==> src/rtl/core/sbfr_pkg.sv <==
// shared types and constants of the seven byte frame receiver
package sbfr_pkg;

  localparam int unsigned ByteW      = 8;
  localparam int unsigned PosW       = 3;
  localparam int unsigned KindW      = 2;
  localparam int unsigned CfgIdxW    = 3;
  localparam int unsigned CountW     = 3;
  localparam int unsigned NumLocal   = 4;
  localparam int unsigned QueueDepth = 2;
  localparam int unsigned QPtrW      = $clog2(QueueDepth);
  localparam int unsigned QCntW      = $clog2(QueueDepth + 1);

  // byte positions inside a frame
  localparam logic [PosW-1:0] POS_HUNT  = 3'd0;
  localparam logic [PosW-1:0] POS_CHECK = 3'd6;

  // result kinds
  localparam logic [KindW-1:0] KIND_MSG  = 2'd0;
  localparam logic [KindW-1:0] KIND_RESP = 2'd1;
  localparam logic [KindW-1:0] KIND_CLR  = 2'd2;

  // configuration register indexes
  localparam logic [CfgIdxW-1:0] CFG_CODE_STD  = 3'd0;
  localparam logic [CfgIdxW-1:0] CFG_CODE_ACK  = 3'd1;
  localparam logic [CfgIdxW-1:0] CFG_CODE_RESP = 3'd2;
  localparam logic [CfgIdxW-1:0] CFG_ADDR_A    = 3'd3;
  localparam logic [CfgIdxW-1:0] CFG_ADDR_B    = 3'd4;
  localparam logic [CfgIdxW-1:0] CFG_ADDR_C    = 3'd5;
  localparam logic [CfgIdxW-1:0] CFG_ADDR_D    = 3'd6;
  localparam logic [CfgIdxW-1:0] CFG_COUNT     = 3'd7;

  typedef enum logic [1:0] {
    ACT_PASS = 2'd0,
    ACT_ACK  = 2'd1,
    ACT_CLR  = 2'd2
  } act_e;

  typedef struct packed {
    logic [ByteW-1:0]               code_std;
    logic [ByteW-1:0]               code_ack;
    logic [ByteW-1:0]               code_resp;
    logic [NumLocal-1:0][ByteW-1:0] addr;
    logic [CountW-1:0]              count;
  } cfg_t;

  typedef struct packed {
    act_e             act;
    logic [ByteW-1:0] start;
    logic [ByteW-1:0] code_std;
    logic [ByteW-1:0] code_resp;
    logic [ByteW-1:0] src;
    logic [ByteW-1:0] dst;
    logic [ByteW-1:0] cmd;
    logic [ByteW-1:0] data_first;
    logic [ByteW-1:0] data_second;
  } job_t;

endpackage

==> src/rtl/core/sbfr_if.sv <==
// valid/ready channel interfaces for received bytes and results
interface sbfr_byte_if;
  logic       valid;
  logic       ready;
  logic [7:0] rx_byte;

  modport source (output valid, output rx_byte, input ready);
  modport sink (input valid, input rx_byte, output ready);
endinterface

interface sbfr_result_if;
  logic       valid;
  logic       ready;
  logic [1:0] kind;
  logic [7:0] start_code;
  logic [7:0] source_addr;
  logic [7:0] dest_addr;
  logic [7:0] command;
  logic [7:0] data_first;
  logic [7:0] data_second;
  logic       last;

  modport source (
    output valid, output kind, output start_code, output source_addr,
    output dest_addr, output command, output data_first, output data_second,
    output last, input ready
  );
  modport sink (
    input valid, input kind, input start_code, input source_addr,
    input dest_addr, input command, input data_first, input data_second,
    input last, output ready
  );
endinterface

==> src/rtl/core/seven_byte_frame_receiver_ack_handler_unit.sv <==
// top level of the seven byte frame receiver with ack handling
// results of a frame pass through the job queue and then the result register after its checksum byte is accepted
// throughput: one byte per cycle unless the queue is full at the checksum byte; an ack frame gives two results
// a two-entry job queue lets the byte side keep running while results stall
// reset: frame assembly returns to hunting, queue and result register empty
// reset: configuration registers return to their default codes and addresses
module seven_byte_frame_receiver_ack_handler_unit (
  input  logic                           clk_i,
  input  logic                           rst_ni,
  input  logic                           cfg_we_i,
  input  logic [sbfr_pkg::CfgIdxW-1:0]   cfg_idx_i,
  input  logic [sbfr_pkg::ByteW-1:0]     cfg_data_i,
  sbfr_byte_if.sink                      rx_i,
  sbfr_result_if.source                  res_o
);
  import sbfr_pkg::*;

  cfg_t cfg_q;
  logic push, pop, full, empty;
  job_t job, head;

  always_ff @(posedge clk_i or negedge rst_ni) begin
    if (!rst_ni) begin
      cfg_q.code_std  <= 8'd1;
      cfg_q.code_ack  <= 8'd2;
      cfg_q.code_resp <= 8'd3;
      cfg_q.addr      <= '0;
      cfg_q.count     <= '0;
    end else if (cfg_we_i) begin
      unique case (cfg_idx_i)
        CFG_CODE_STD:  cfg_q.code_std  <= cfg_data_i;
        CFG_CODE_ACK:  cfg_q.code_ack  <= cfg_data_i;
        CFG_CODE_RESP: cfg_q.code_resp <= cfg_data_i;
        CFG_ADDR_A:    cfg_q.addr[0]   <= cfg_data_i;
        CFG_ADDR_B:    cfg_q.addr[1]   <= cfg_data_i;
        CFG_ADDR_C:    cfg_q.addr[2]   <= cfg_data_i;
        CFG_ADDR_D:    cfg_q.addr[3]   <= cfg_data_i;
        CFG_COUNT:     cfg_q.count     <= cfg_data_i[CountW-1:0];
        default: ;
      endcase
    end
  end

  sbfr_front u_front (
    .clk_i    (clk_i),
    .rst_ni   (rst_ni),
    .cfg_i    (cfg_q),
    .rx_i     (rx_i),
    .q_full_i (full),
    .push_o   (push),
    .job_o    (job)
  );

  sbfr_queue u_queue (
    .clk_i   (clk_i),
    .rst_ni  (rst_ni),
    .push_i  (push),
    .job_i   (job),
    .pop_i   (pop),
    .full_o  (full),
    .empty_o (empty),
    .head_o  (head)
  );

  sbfr_back u_back (
    .clk_i   (clk_i),
    .rst_ni  (rst_ni),
    .empty_i (empty),
    .head_i  (head),
    .pop_o   (pop),
    .res_o   (res_o)
  );

endmodule

==> src/rtl/core/sbfr_front.sv <==
// frame assembler: hunts start codes, collects bytes, checks and classifies frames
module sbfr_front (
  input  logic          clk_i,
  input  logic          rst_ni,
  input  sbfr_pkg::cfg_t cfg_i,
  sbfr_byte_if.sink     rx_i,
  input  logic          q_full_i,
  output logic          push_o,
  output sbfr_pkg::job_t job_o
);
  import sbfr_pkg::*;

  logic [PosW-1:0]  pos_q, pos_d;
  logic [ByteW-1:0] xor_q, xor_d;
  logic [ByteW-1:0] start_q, src_q, dst_q, cmd_q, d1_q, d2_q;
  logic             accept;
  logic             is_code;
  logic             is_local;
  logic             is_std;
  logic [CountW-1:0] n_active;
  act_e             act;

  assign rx_i.ready = (pos_q != POS_CHECK) || !q_full_i;
  assign accept     = rx_i.valid && rx_i.ready;

  assign is_code = (rx_i.rx_byte == cfg_i.code_std) ||
                   (rx_i.rx_byte == cfg_i.code_ack) ||
                   (rx_i.rx_byte == cfg_i.code_resp);

  assign n_active = (cfg_i.count > CountW'(NumLocal)) ? CountW'(NumLocal) : cfg_i.count;

  always_comb begin
    is_local = 1'b0;
    for (int i = 0; i < NumLocal; i++) begin
      if ((CountW'(i) < n_active) && (cfg_i.addr[i] == dst_q)) begin
        is_local = 1'b1;
      end
    end
  end

  assign is_std = (start_q == cfg_i.code_std);

  always_comb begin
    if (!is_std && is_local && (start_q == cfg_i.code_ack)) begin
      act = ACT_ACK;
    end else if (!is_std && is_local && (start_q == cfg_i.code_resp)) begin
      act = ACT_CLR;
    end else begin
      act = ACT_PASS;
    end
  end

  assign push_o = accept && (pos_q == POS_CHECK) && (rx_i.rx_byte == xor_q);

  assign job_o.act         = act;
  assign job_o.start       = start_q;
  assign job_o.code_std    = cfg_i.code_std;
  assign job_o.code_resp   = cfg_i.code_resp;
  assign job_o.src         = src_q;
  assign job_o.dst         = dst_q;
  assign job_o.cmd         = cmd_q;
  assign job_o.data_first  = d1_q;
  assign job_o.data_second = d2_q;

  always_comb begin
    pos_d = pos_q;
    xor_d = xor_q;
    if (accept) begin
      if (pos_q == POS_HUNT) begin
        if (is_code) begin
          pos_d = pos_q + PosW'(1);
          xor_d = rx_i.rx_byte;
        end
      end else if (pos_q == POS_CHECK) begin
        pos_d = POS_HUNT;
        xor_d = '0;
      end else begin
        pos_d = pos_q + PosW'(1);
        xor_d = xor_q ^ rx_i.rx_byte;
      end
    end
  end

  always_ff @(posedge clk_i or negedge rst_ni) begin
    if (!rst_ni) begin
      pos_q <= POS_HUNT;
      xor_q <= '0;
    end else begin
      pos_q <= pos_d;
      xor_q <= xor_d;
    end
  end

  // frame byte store
  always_ff @(posedge clk_i) begin
    if (accept) begin
      unique case (pos_q)
        3'd0:    if (is_code) start_q <= rx_i.rx_byte;
        3'd1:    src_q <= rx_i.rx_byte;
        3'd2:    dst_q <= rx_i.rx_byte;
        3'd3:    cmd_q <= rx_i.rx_byte;
        3'd4:    d1_q  <= rx_i.rx_byte;
        3'd5:    d2_q  <= rx_i.rx_byte;
        default: ;
      endcase
    end
  end

  a_pos_range: assert property (@(posedge clk_i) disable iff (!rst_ni)
    pos_q <= POS_CHECK)
    else $error("byte position out of range");

  a_push_at_check: assert property (@(posedge clk_i) disable iff (!rst_ni)
    push_o |=> (pos_q == POS_HUNT))
    else $error("frame pushed but assembler not back to hunting");

endmodule

==> src/rtl/core/sbfr_queue.sv <==
// short job queue between frame assembler and result emitter
module sbfr_queue (
  input  logic           clk_i,
  input  logic           rst_ni,
  input  logic           push_i,
  input  sbfr_pkg::job_t job_i,
  input  logic           pop_i,
  output logic           full_o,
  output logic           empty_o,
  output sbfr_pkg::job_t head_o
);
  import sbfr_pkg::*;

  job_t             mem_q [QueueDepth];
  logic [QPtrW-1:0] wr_ptr_q, rd_ptr_q;
  logic [QCntW-1:0] cnt_q;
  logic             do_push, do_pop;

  assign full_o  = (cnt_q == QCntW'(QueueDepth));
  assign empty_o = (cnt_q == '0);
  assign do_push = push_i && !full_o;
  assign do_pop  = pop_i && !empty_o;
  assign head_o  = mem_q[rd_ptr_q];

  always_ff @(posedge clk_i) begin
    if (do_push) begin
      mem_q[wr_ptr_q] <= job_i;
    end
  end

  always_ff @(posedge clk_i or negedge rst_ni) begin
    if (!rst_ni) begin
      wr_ptr_q <= '0;
      rd_ptr_q <= '0;
      cnt_q    <= '0;
    end else begin
      if (do_push) begin
        wr_ptr_q <= (wr_ptr_q == QPtrW'(QueueDepth - 1)) ? '0 : wr_ptr_q + QPtrW'(1);
      end
      if (do_pop) begin
        rd_ptr_q <= (rd_ptr_q == QPtrW'(QueueDepth - 1)) ? '0 : rd_ptr_q + QPtrW'(1);
      end
      if (do_push && !do_pop) begin
        cnt_q <= cnt_q + QCntW'(1);
      end else if (do_pop && !do_push) begin
        cnt_q <= cnt_q - QCntW'(1);
      end
    end
  end

  a_no_overflow: assert property (@(posedge clk_i) disable iff (!rst_ni)
    !(push_i && full_o))
    else $error("push into full queue");

  a_no_underflow: assert property (@(posedge clk_i) disable iff (!rst_ni)
    !(pop_i && empty_o))
    else $error("pop from empty queue");

endmodule

==> src/rtl/core/sbfr_back.sv <==
// result emitter: expands queued jobs into one or two registered results
module sbfr_back (
  input  logic           clk_i,
  input  logic           rst_ni,
  input  logic           empty_i,
  input  sbfr_pkg::job_t head_i,
  output logic           pop_o,
  sbfr_result_if.source  res_o
);
  import sbfr_pkg::*;

  logic             valid_q;
  logic             phase_q;
  logic             load;
  logic             final_res;
  logic [KindW-1:0] kind_d, kind_q;
  logic [ByteW-1:0] start_d, start_q, src_d, src_q, dst_d, dst_q;
  logic [ByteW-1:0] cmd_q, d1_q, d2_q;
  logic             last_d, last_q;

  assign load  = !empty_i && (!valid_q || res_o.ready);
  assign pop_o = load && final_res;

  always_comb begin
    kind_d    = KIND_MSG;
    start_d   = head_i.start;
    src_d     = head_i.src;
    dst_d     = head_i.dst;
    last_d    = 1'b1;
    final_res = 1'b1;
    unique case (head_i.act)
      ACT_ACK: begin
        if (!phase_q) begin
          kind_d    = KIND_RESP;
          start_d   = head_i.code_resp;
          src_d     = head_i.dst;
          dst_d     = head_i.src;
          last_d    = 1'b0;
          final_res = 1'b0;
        end else begin
          start_d = head_i.code_std;
        end
      end
      ACT_CLR: begin
        kind_d  = KIND_CLR;
        start_d = head_i.code_std;
        src_d   = head_i.dst;
        dst_d   = head_i.src;
      end
      default: ;
    endcase
  end

  always_ff @(posedge clk_i or negedge rst_ni) begin
    if (!rst_ni) begin
      valid_q <= 1'b0;
      phase_q <= 1'b0;
    end else begin
      if (load) begin
        valid_q <= 1'b1;
        phase_q <= !final_res;
      end else if (res_o.ready) begin
        valid_q <= 1'b0;
      end
    end
  end

  always_ff @(posedge clk_i) begin
    if (load) begin
      kind_q  <= kind_d;
      start_q <= start_d;
      src_q   <= src_d;
      dst_q   <= dst_d;
      cmd_q   <= head_i.cmd;
      d1_q    <= head_i.data_first;
      d2_q    <= head_i.data_second;
      last_q  <= last_d;
    end
  end

  assign res_o.valid       = valid_q;
  assign res_o.kind        = kind_q;
  assign res_o.start_code  = start_q;
  assign res_o.source_addr = src_q;
  assign res_o.dest_addr   = dst_q;
  assign res_o.command     = cmd_q;
  assign res_o.data_first  = d1_q;
  assign res_o.data_second = d2_q;
  assign res_o.last        = last_q;

  a_phase_only_ack: assert property (@(posedge clk_i) disable iff (!rst_ni)
    phase_q |-> (!empty_i && (head_i.act == ACT_ACK)))
    else $error("second result pending without an ack job at head");

endmodule
==> src/flat_wrapper.sv <==
// flat-port wrapper written by rule: the top's interface ports become plain ports
module seven_byte_frame_receiver_ack_handler_unit_flat import sbfr_pkg::*;
  (clk_i, rst_ni, cfg_we_i, cfg_idx_i, cfg_data_i, rx_i_valid, rx_i_rx_byte, rx_i_ready, res_o_valid, res_o_kind, res_o_start_code, res_o_source_addr, res_o_dest_addr, res_o_command, res_o_data_first, res_o_data_second, res_o_last, res_o_ready);
  sbfr_byte_if rx_i_i ();
  sbfr_result_if res_o_i ();
  input  logic clk_i;
  input  logic rst_ni;
  input  logic cfg_we_i;
  input  logic [sbfr_pkg::CfgIdxW-1:0] cfg_idx_i;
  input  logic [sbfr_pkg::ByteW-1:0] cfg_data_i;
  input wire logic [$bits(rx_i_i.valid)-1:0] rx_i_valid;
  input wire logic [$bits(rx_i_i.rx_byte)-1:0] rx_i_rx_byte;
  output wire logic [$bits(rx_i_i.ready)-1:0] rx_i_ready;
  output wire logic [$bits(res_o_i.valid)-1:0] res_o_valid;
  output wire logic [$bits(res_o_i.kind)-1:0] res_o_kind;
  output wire logic [$bits(res_o_i.start_code)-1:0] res_o_start_code;
  output wire logic [$bits(res_o_i.source_addr)-1:0] res_o_source_addr;
  output wire logic [$bits(res_o_i.dest_addr)-1:0] res_o_dest_addr;
  output wire logic [$bits(res_o_i.command)-1:0] res_o_command;
  output wire logic [$bits(res_o_i.data_first)-1:0] res_o_data_first;
  output wire logic [$bits(res_o_i.data_second)-1:0] res_o_data_second;
  output wire logic [$bits(res_o_i.last)-1:0] res_o_last;
  input wire logic [$bits(res_o_i.ready)-1:0] res_o_ready;
  assign rx_i_i.valid = rx_i_valid;
  assign rx_i_i.rx_byte = rx_i_rx_byte;
  assign rx_i_ready = rx_i_i.ready;
  assign res_o_valid = res_o_i.valid;
  assign res_o_kind = res_o_i.kind;
  assign res_o_start_code = res_o_i.start_code;
  assign res_o_source_addr = res_o_i.source_addr;
  assign res_o_dest_addr = res_o_i.dest_addr;
  assign res_o_command = res_o_i.command;
  assign res_o_data_first = res_o_i.data_first;
  assign res_o_data_second = res_o_i.data_second;
  assign res_o_last = res_o_i.last;
  assign res_o_i.ready = res_o_ready;
  seven_byte_frame_receiver_ack_handler_unit u_core (.clk_i(clk_i), .rst_ni(rst_ni), .cfg_we_i(cfg_we_i), .cfg_idx_i(cfg_idx_i), .cfg_data_i(cfg_data_i), .rx_i(rx_i_i), .res_o(res_o_i));
endmodule
==> config.mk <==
export PLATFORM = sky130hd
export DESIGN_NAME = seven_byte_frame_receiver_ack_handler_unit_flat
export DESIGN_NICKNAME = d
export VERILOG_FILES = /design/src/rtl/core/sbfr_pkg.sv /design/src/rtl/core/sbfr_if.sv /design/src/rtl/core/seven_byte_frame_receiver_ack_handler_unit.sv /design/src/rtl/core/sbfr_front.sv /design/src/rtl/core/sbfr_queue.sv /design/src/rtl/core/sbfr_back.sv /design/src/flat_wrapper.sv
export SDC_FILE = /design/constraint.sdc
export NUM_CORES = 1
export LEC_CHECK = 0
export BUFFER_PORTS_ARGS = -buffer_cell sky130_fd_sc_hd__buf_2
export CAP_MARGIN = 5
export CELL_PAD_IN_SITES_DETAIL_PLACEMENT = 0
export CELL_PAD_IN_SITES_GLOBAL_PLACEMENT = 1
export CORE_UTILIZATION = 51
export CTS_CLUSTER_DIAMETER = 50
export DETAILED_ROUTE_END_ITERATION = 12
export HOLD_SLACK_MARGIN = 0.06
export PLACE_DENSITY = 0.76
export SYNTH_ARGS = -nofsm -noshare
export SYNTH_HDL_FRONTEND = slang
export SYNTH_SLANG_ARGS = --single-unit
==> constraint.sdc <==
create_clock -name clk_i -period 9.41 [get_ports clk_i]
set_clock_uncertainty 0.1 [all_clocks]
set_input_delay 0.941 -clock clk_i [delete_from_list [all_inputs] [get_ports clk_i]]
set_output_delay 0.941 -clock clk_i [all_outputs]
set_load 0.02 [all_outputs]
==> results of run 1 <==
==> how the worst max path moves through the flow <==
stage                                            end  cells past startpoint
finish              u_core.u_back.res_o.dest_addr[4]                      5
global placement    u_core.u_back.res_o.dest_addr[4]                      5
floorplan                 u_core.u_queue.mem_q[0][0]                      4
CTS                 u_core.u_back.res_o.dest_addr[7]                      5
global route        u_core.u_back.res_o.dest_addr[0]                      5
detailed placement  u_core.u_back.res_o.dest_addr[7]                      5
==> registers in the layout, summed over array words and instances, names as in the netlist, 3 cells and up <==
name,cells
u_core.u_back.res_o.command,8
u_core.u_back.res_o.data_first,8
u_core.u_front.pos_q,3
u_core.u_back.res_o.dest_addr,8
u_core.u_front.xor_q,8
u_core.u_front.d1_q,8
u_core.cfg_q,59
u_core.u_queue.mem_q,132
u_core.u_front.src_q,8
u_core.u_front.cmd_q,8
u_core.u_front.start_q,8
u_core.u_front.d2_q,8
u_core.u_back.res_o.data_second,8
u_core.u_front.dst_q,8
u_core.u_back.res_o.source_addr,8
u_core.u_back.res_o.start_code,8
==> power breakdown <==
group / total (mW) / leakage (nW) / switching (mW) / internal [mW]
combinational: 0.730 / 1.67 / 0.402 / 0.327
sequential: 1.90 / 3.03 / 0.201 / 1.70
clock: 1.16 / 0.473 / 0.511 / 0.649
total: 3.79 / 5.17 / 1.11 / 2.68
==> logic make-up (layout without fill, tap and decap cells) <==
| family | after synthesis | count (layout) |
|---|---|---|
| compound gates | 79 | 79 |
| xor+xnor | 93 | 93 |
| fa+ha+maj | 8 | 8 |
| buf+inv | 37 | 146 |
| flops | 307 | 307 |
| mux | 126 | 126 |
| simple gates | 89 | 89 |
==> routing by layer <==
layer / track usage / routed length, um / vias to the layer above
met1: 0.279 / 10500 / 3196
met2: 0.344 / 12100 / 172
li1: - / - / 2956
met3: 0.0328 / 1040 / 44
met4: 0.0550 / 557 / 0
met5: 0 / 0 / -
==> layout make-up <==
class | count | area [um2] | area share
inverters | 8 | 30.0 | 0.00214
flip-flops and latches | 307 | 8850 | 0.632
clock inverters | 14 | 116 | 0.00831
well taps | 319 | 399 | 0.0285
multi-input cells | 395 | 3330 | 0.238
clock buffers | 44 | 865 | 0.0617
repair buffers | 80 | 413 | 0.0295
==> cell usage after synthesis (all sizes together) <==
master and count:
nand4b 3, dfrtp 72, dfstp 4, edfxtp 231, nand2 17, nor2b 1, nand3 1, nor3b 3
o41ai 1, nor4 9, inv 8, o21bai 1, buf 19, o21ai 34, clkbuf 10, ha 8
a21o 1, a211oi 1, nor2 18, o32ai 1, mux2 84, xor2 45, and2 3, nand2b 4
o22ai 25, nor3 10, o2111ai 1, nand4 15, a21oi 13, mux2i 42, o211ai 1, and3 5
xnor2 48
==> through the flow <==
step	setup WS, ns	cell area [um2]	hold WS (ns)
2_1_floorplan	0.907	12400	0.321
3_3_place_gp	5.82	13000	0.324
3_5_place_dp	5.71	13000	0.329
4_1_cts	5.66	14000	0.345
5_1_grt	5.49	14000	0.353
6_report	5.71	14000	0.345
==> results_dict.tcl, run 1 <==
set metrics [dict create \
    status "complete, no violations" \
    worstMarginPinSlew_ns 1.23 \
    synth_area_leader_cell "edfxtp_1" \
    fill_cells 1802 \
    max_freq_ghz 0.270 \
    drtIter0Drc 382 \
    cp_cell_sequence "mux2i_1, inv_1, ha_1, a21oi_1, o22ai_1" \
    drtAntennaViolNets 0 \
    p_total_mw 3.79 \
    dieHeight_um 158 \
    grt_util_all_layers 0.205 \
    syn_inst 739 \
    synth_xor_area_frac 0.0660 \
    rr_worst_depth 5 \
    grt_pass1_wl_um 37600 \
    cp-startpoint "u_core.u_queue.rd_ptr_q" \
    rrSetupSlack_ns 5.71 \
    p_leak_nw 5.17 \
    syn_avg_cell_area_um2 16.7 \
    diodes 0 \
    holdBufCountCts 0 \
    max_slew_margin 0.176 \
    grt_max_degree 77 \
    final_common_cell "edfxtp_1" \
    hpwl_um 15500 \
    fin_crit_sh 0.393 \
    synth_seq_cells 307 \
    ios 77 \
    die_w_um 158 \
    rows 56 \
    clk_pin_slew_ns 0.06 \
    wl_per_cell_um 20.8 \
    critical_path_class "reg2reg" \
    timing.rr.start "u_core.u_queue.rd_ptr_q" \
    cts_tree "done" \
    path_buf_inv 1 \
    finalNetCount 855 \
    grt_antenna_before_repair 0 \
    cts_sinks 307 \
    grt_pass1_vias 6504 \
    synthMuxAreaShare 0.111 \
    setup_viol 0 \
    worstHoldPathCells 0 \
    worst-path-max-fanout 67 \
    core_area_um2 23600 \
    route.detailed.drc 0 \
    wl_um 24300 \
    post_cts_buffers 0 \
    clock_latency_ns 0.56 \
    synth_top_family_by_area "multiplexers" \
    cap_viol_max_count 0 \
    fin_crit_ns 3.70 \
    place_congestion 0.815 \
    ys_warn_count 0 \
    area_growth_pct 13.4 \
    power_density_nw_per_um2 271 \
    slowest_stage "dfrtp_4" \
    synth_adder_area_share 0.00810 \
    io_buffers 76 \
    min_to "u_core.u_queue.mem_q[1][1]" \
    ir_worst_vdd_mv 0.169 \
    path_delay_family "compound AO/OA/AOI/OAI gates" \
    yosys.area_share.simple 0.0459 \
    viasPerCell 5.46 \
    ctsResizeCount 0 \
    worstPathRequired_ns 9.57 \
    min_from "u_core.u_front.d2_q[1]" \
    clockBufferDepth 3 \
    end_kind "register" \
    final_cell_mix "231 x edfxtp_1, 75 x buf_2, 71 x dfrtp_1, 52 x mux2_2, 48 x xnor2_1" \
    min_path_type "reg2reg" \
    drive_gt1_frac 0.238 \
    cts_made_buffers 31 \
    r2r_end "u_core.u_back.res_o.dest_addr[4]" \
    grt-ovfl-total 0 \
    finalMaxSlewViolations 0 \
    synth.top_cell.area_share 0.562 \
    dr.pass1.iters 4 \
    post-place-cells 1109 \
    synth.net_count 771 \
    initial_core_util 0.523 \
    seq_area_frac_synth 0.716 \
    cp.arrival_ns 3.86 \
    synthDistinctLibCells 45 \
    vias 6368 \
    fin_tns_setup_ns 0 \
    rsz0062_at_grt "false" \
    max_stage_delay_ns 1.12 \
    hold_viol 0 \
    h-tree-depth 1 \
    synthesis.area_um2 12400 \
    synth.area.top_cells "edfxtp_1 56%, dfrtp_1 15%, mux2_2 4.7%" \
    final_cells 1167 \
    dieArea_um2 24800 \
    fin_util 0.593 \
    cts-root-buf "clkbuf_16" \
    start_kind "register" \
    synth-compound-area-share 0.0378 \
]
No activity file was read; power rests on OpenSTA's default activity.
==> run 2: changes to the inputs <==
Settings changed: ABC_AREA from default to 1, CORE_UTILIZATION 51 to 44, PLACE_DENSITY 0.76 to 0.73.
Clock period 9.41 ns to 3.38 ns, I/O delays scaled along.
==> run 2 against run 1 <==
Compared with the run above:
- global-route usage is 2.1 points lower
- largest power group unchanged
- via count is 19% higher
- worst hold slack worse by 0.21 ns
- critical endpoint is now u_core.u_queue.cnt_q[1]
- highest routed layer unchanged
- flip-flop and latch count did not move
- power increased to 3.2 times the previous value
==> results_dict.tcl, run 2 <==
set metrics [dict create \
    drive_gt1_frac 0.149 \
    syn_inst 1047 \
    synth.area.top_cells "edfxtp_1 56%, dfrtp_1 14%, nand2_1 8.6%" \
    cap_viol_max_count 0 \
    rsz0062_at_grt "false" \
    rows 61 \
    dieHeight_um 170 \
    finalMaxSlewViolations 0 \
    synth_xor_area_frac 0.0415 \
    drtIter0Drc 552 \
    clock_latency_ns 0.52 \
    clk_pin_slew_ns 0.06 \
    fin_util 0.525 \
    h-tree-depth 2 \
    grt_pass1_wl_um 40500 \
    worstPathRequired_ns 3.68 \
    top_register "u_core.u_queue.mem_q" \
    ys.flop_type "edfxtp_1" \
    wl_per_cell_um 16.6 \
    final_cell_mix "285 x nand2_1, 231 x edfxtp_1, 104 x o21ai_0, 80 x inv_1, 75 x buf_2" \
    cts-root-buf "clkbuf_16" \
    core_area_um2 27800 \
    area_growth_pct 17.2 \
    synth-compound-area-share 0.0590 \
    clockBufferDepth 3 \
    grt-ovfl-total 0 \
    min_path_type "in2reg" \
    synth_top_cells_by_count "285 x nand2_1, 231 x edfxtp_1, 104 x o21ai_0" \
    cts_made_buffers 37 \
    wl_um 25900 \
    synth.net_count 1079 \
    ctsResizeCount 0 \
    start_kind "register" \
    p_total_mw 12.2 \
    max_freq_ghz 0.377 \
    async_flop_share 0.248 \
    diodes 0 \
    io_buffers 76 \
    place_area_um2 13300 \
    dieArea_um2 29000 \
    grt_antenna_before_repair 0 \
    seq_area_frac_synth 0.710 \
    vias 7559 \
    design_area_um2 14600 \
    final_common_cell "nand2_1" \
    synthesis.area_um2 12500 \
    setup_viol 0 \
    fin_ws_ns 0.726 \
    worstMarginPinSlew_ns 0.813 \
    final_cells 1558 \
    largest_reg_flops 132 \
    hpwl_um 16800 \
    viasPerCell 4.85 \
    status "complete, no violations" \
    initial_core_util 0.448 \
    hold_viol 0 \
    dr.pass1.iters 4 \
    cts_tree "done" \
    yosysMostFrequentCell "nand2_1" \
    ios 77 \
    fin_crit_sh 0.785 \
    synthDistinctLibCells 33 \
    fin_crit_ns 2.65 \
    drtAntennaViolNets 0 \
    worst-path-max-fanout 16 \
    die_w_um 170 \
    synth_edf_count 231 \
    ir_worst_vdd_mv 0.366 \
    synthMuxAreaShare 0.0129 \
    synth.top_cell.area_share 0.557 \
    power_density_nw_per_um2 835 \
    post-place-cells 1488 \
    route.detailed.drc 0 \
    holdBufCountCts 5 \
    cts_sinks 307 \
    synth_area_leader_cell "edfxtp_1" \
    place_congestion 0.801 \
    max_slew_margin 0.456 \
    place_ws_ns 0.721 \
    grt_max_degree 67 \
    largestRegisters "u_core.u_queue.mem_q (132), u_core.cfg_q (59)" \
    critical_path_class "reg2reg" \
    yosys.area_share.simple 0.130 \
    finalNetCount 1186 \
    synth_top_family_by_area "simple AND/OR/NAND/NOR gates" \
    post_cts_buffers 0 \
    synth_seq_cells 307 \
    p_leak_nw 5.91 \
    syn_avg_cell_area_um2 11.9 \
    synth_adder_area_share 0.00804 \
    cp.arrival_ns 2.96 \
    grt_pass1_vias 7158 \
    ys_warn_count 0 \
    grt_util_all_layers 0.184 \
    end_kind "register" \
]
## run 2: cell type report
cell class,instances,area [um2]
fillers,2465,13200
flip-flops and latches,307,8840
multi-input cells,624,3160
clock buffers,41,941
repair buffers,99,593
well taps,378,473
inverters,85,319
clock inverters,24,256
## run 2: path summary, 6_finish.rpt
| kind | endpoint | cells past startpoint | slack, ns | from |
|---|---|---|---|---|
| worst max register to register | u_core.u_queue.cnt_q[1] | 13 | 0.73 | u_core.u_queue.rd_ptr_q |
| worst max-delay path | u_core.u_queue.cnt_q[1] | 13 | 0.73 | u_core.u_queue.rd_ptr_q |
| worst min register to register | u_core.u_queue.mem_q[1][6] | 0 | 0.34 | u_core.u_front.d2_q[6] |
| worst min-delay path | u_core.cfg_q[30] | 3 | 0.14 | cfg_data_i[3] |
| min in group asynchronous | u_core.u_back.res_o.valid | 2 | 0.33 | rst_ni |
| max in group asynchronous | u_core.cfg_q[12] | 3 | 2.06 | rst_ni |
## run 2: critical path: stages (launching register included)
cell	delay [ns]
dfrtp_2	0.53
inv_1	0.11
or2_2	0.28
o21ai_0	0.11
inv_1	0.07
ha_1	0.21
inv_1	0.11
nor2_4	0.07
nor2_1	0.17
inv_1	0.07
ha_1	0.30
a21oi_1	0.11
o21ai_0	0.12
xor2_1	0.16
## run 2: kinds of logic after synthesis
logic type,count (synthesis)
AND/OR/NAND/NOR,402
flip-flops,307
AO/OA/AOI/OAI,139
buffers and inverters,116
XOR/XNOR,59
multiplexers,16
adder cells (fa/ha/maj),8
## run 2: stage by stage
stage               hold WS, ns  TNS (ns)
global route              0.140         0
finish                    0.140         0
detailed placement        0.330         0
CTS                       0.127         0
global placement          0.322         0
floorplan               -0.0576    -31.10
## run 2: power by group
part | leakage (nW) | switching (mW) | internal, mW
Combinational | 2.25 | 2.00 | 1.04
Sequential | 3.09 | 0.396 | 4.92
Clock | 0.571 | 1.60 | 2.23
## run 2: layer usage
metal | GRT usage | vias to the layer above | wire length, um
li1 | - | 3769 | -
met1 | 0.262 | 3584 | 12100
met2 | 0.295 | 173 | 12200
met3 | 0.0312 | 33 | 1250
met4 | 0.0466 | 0 | 423
met5 | 0 | - | 0
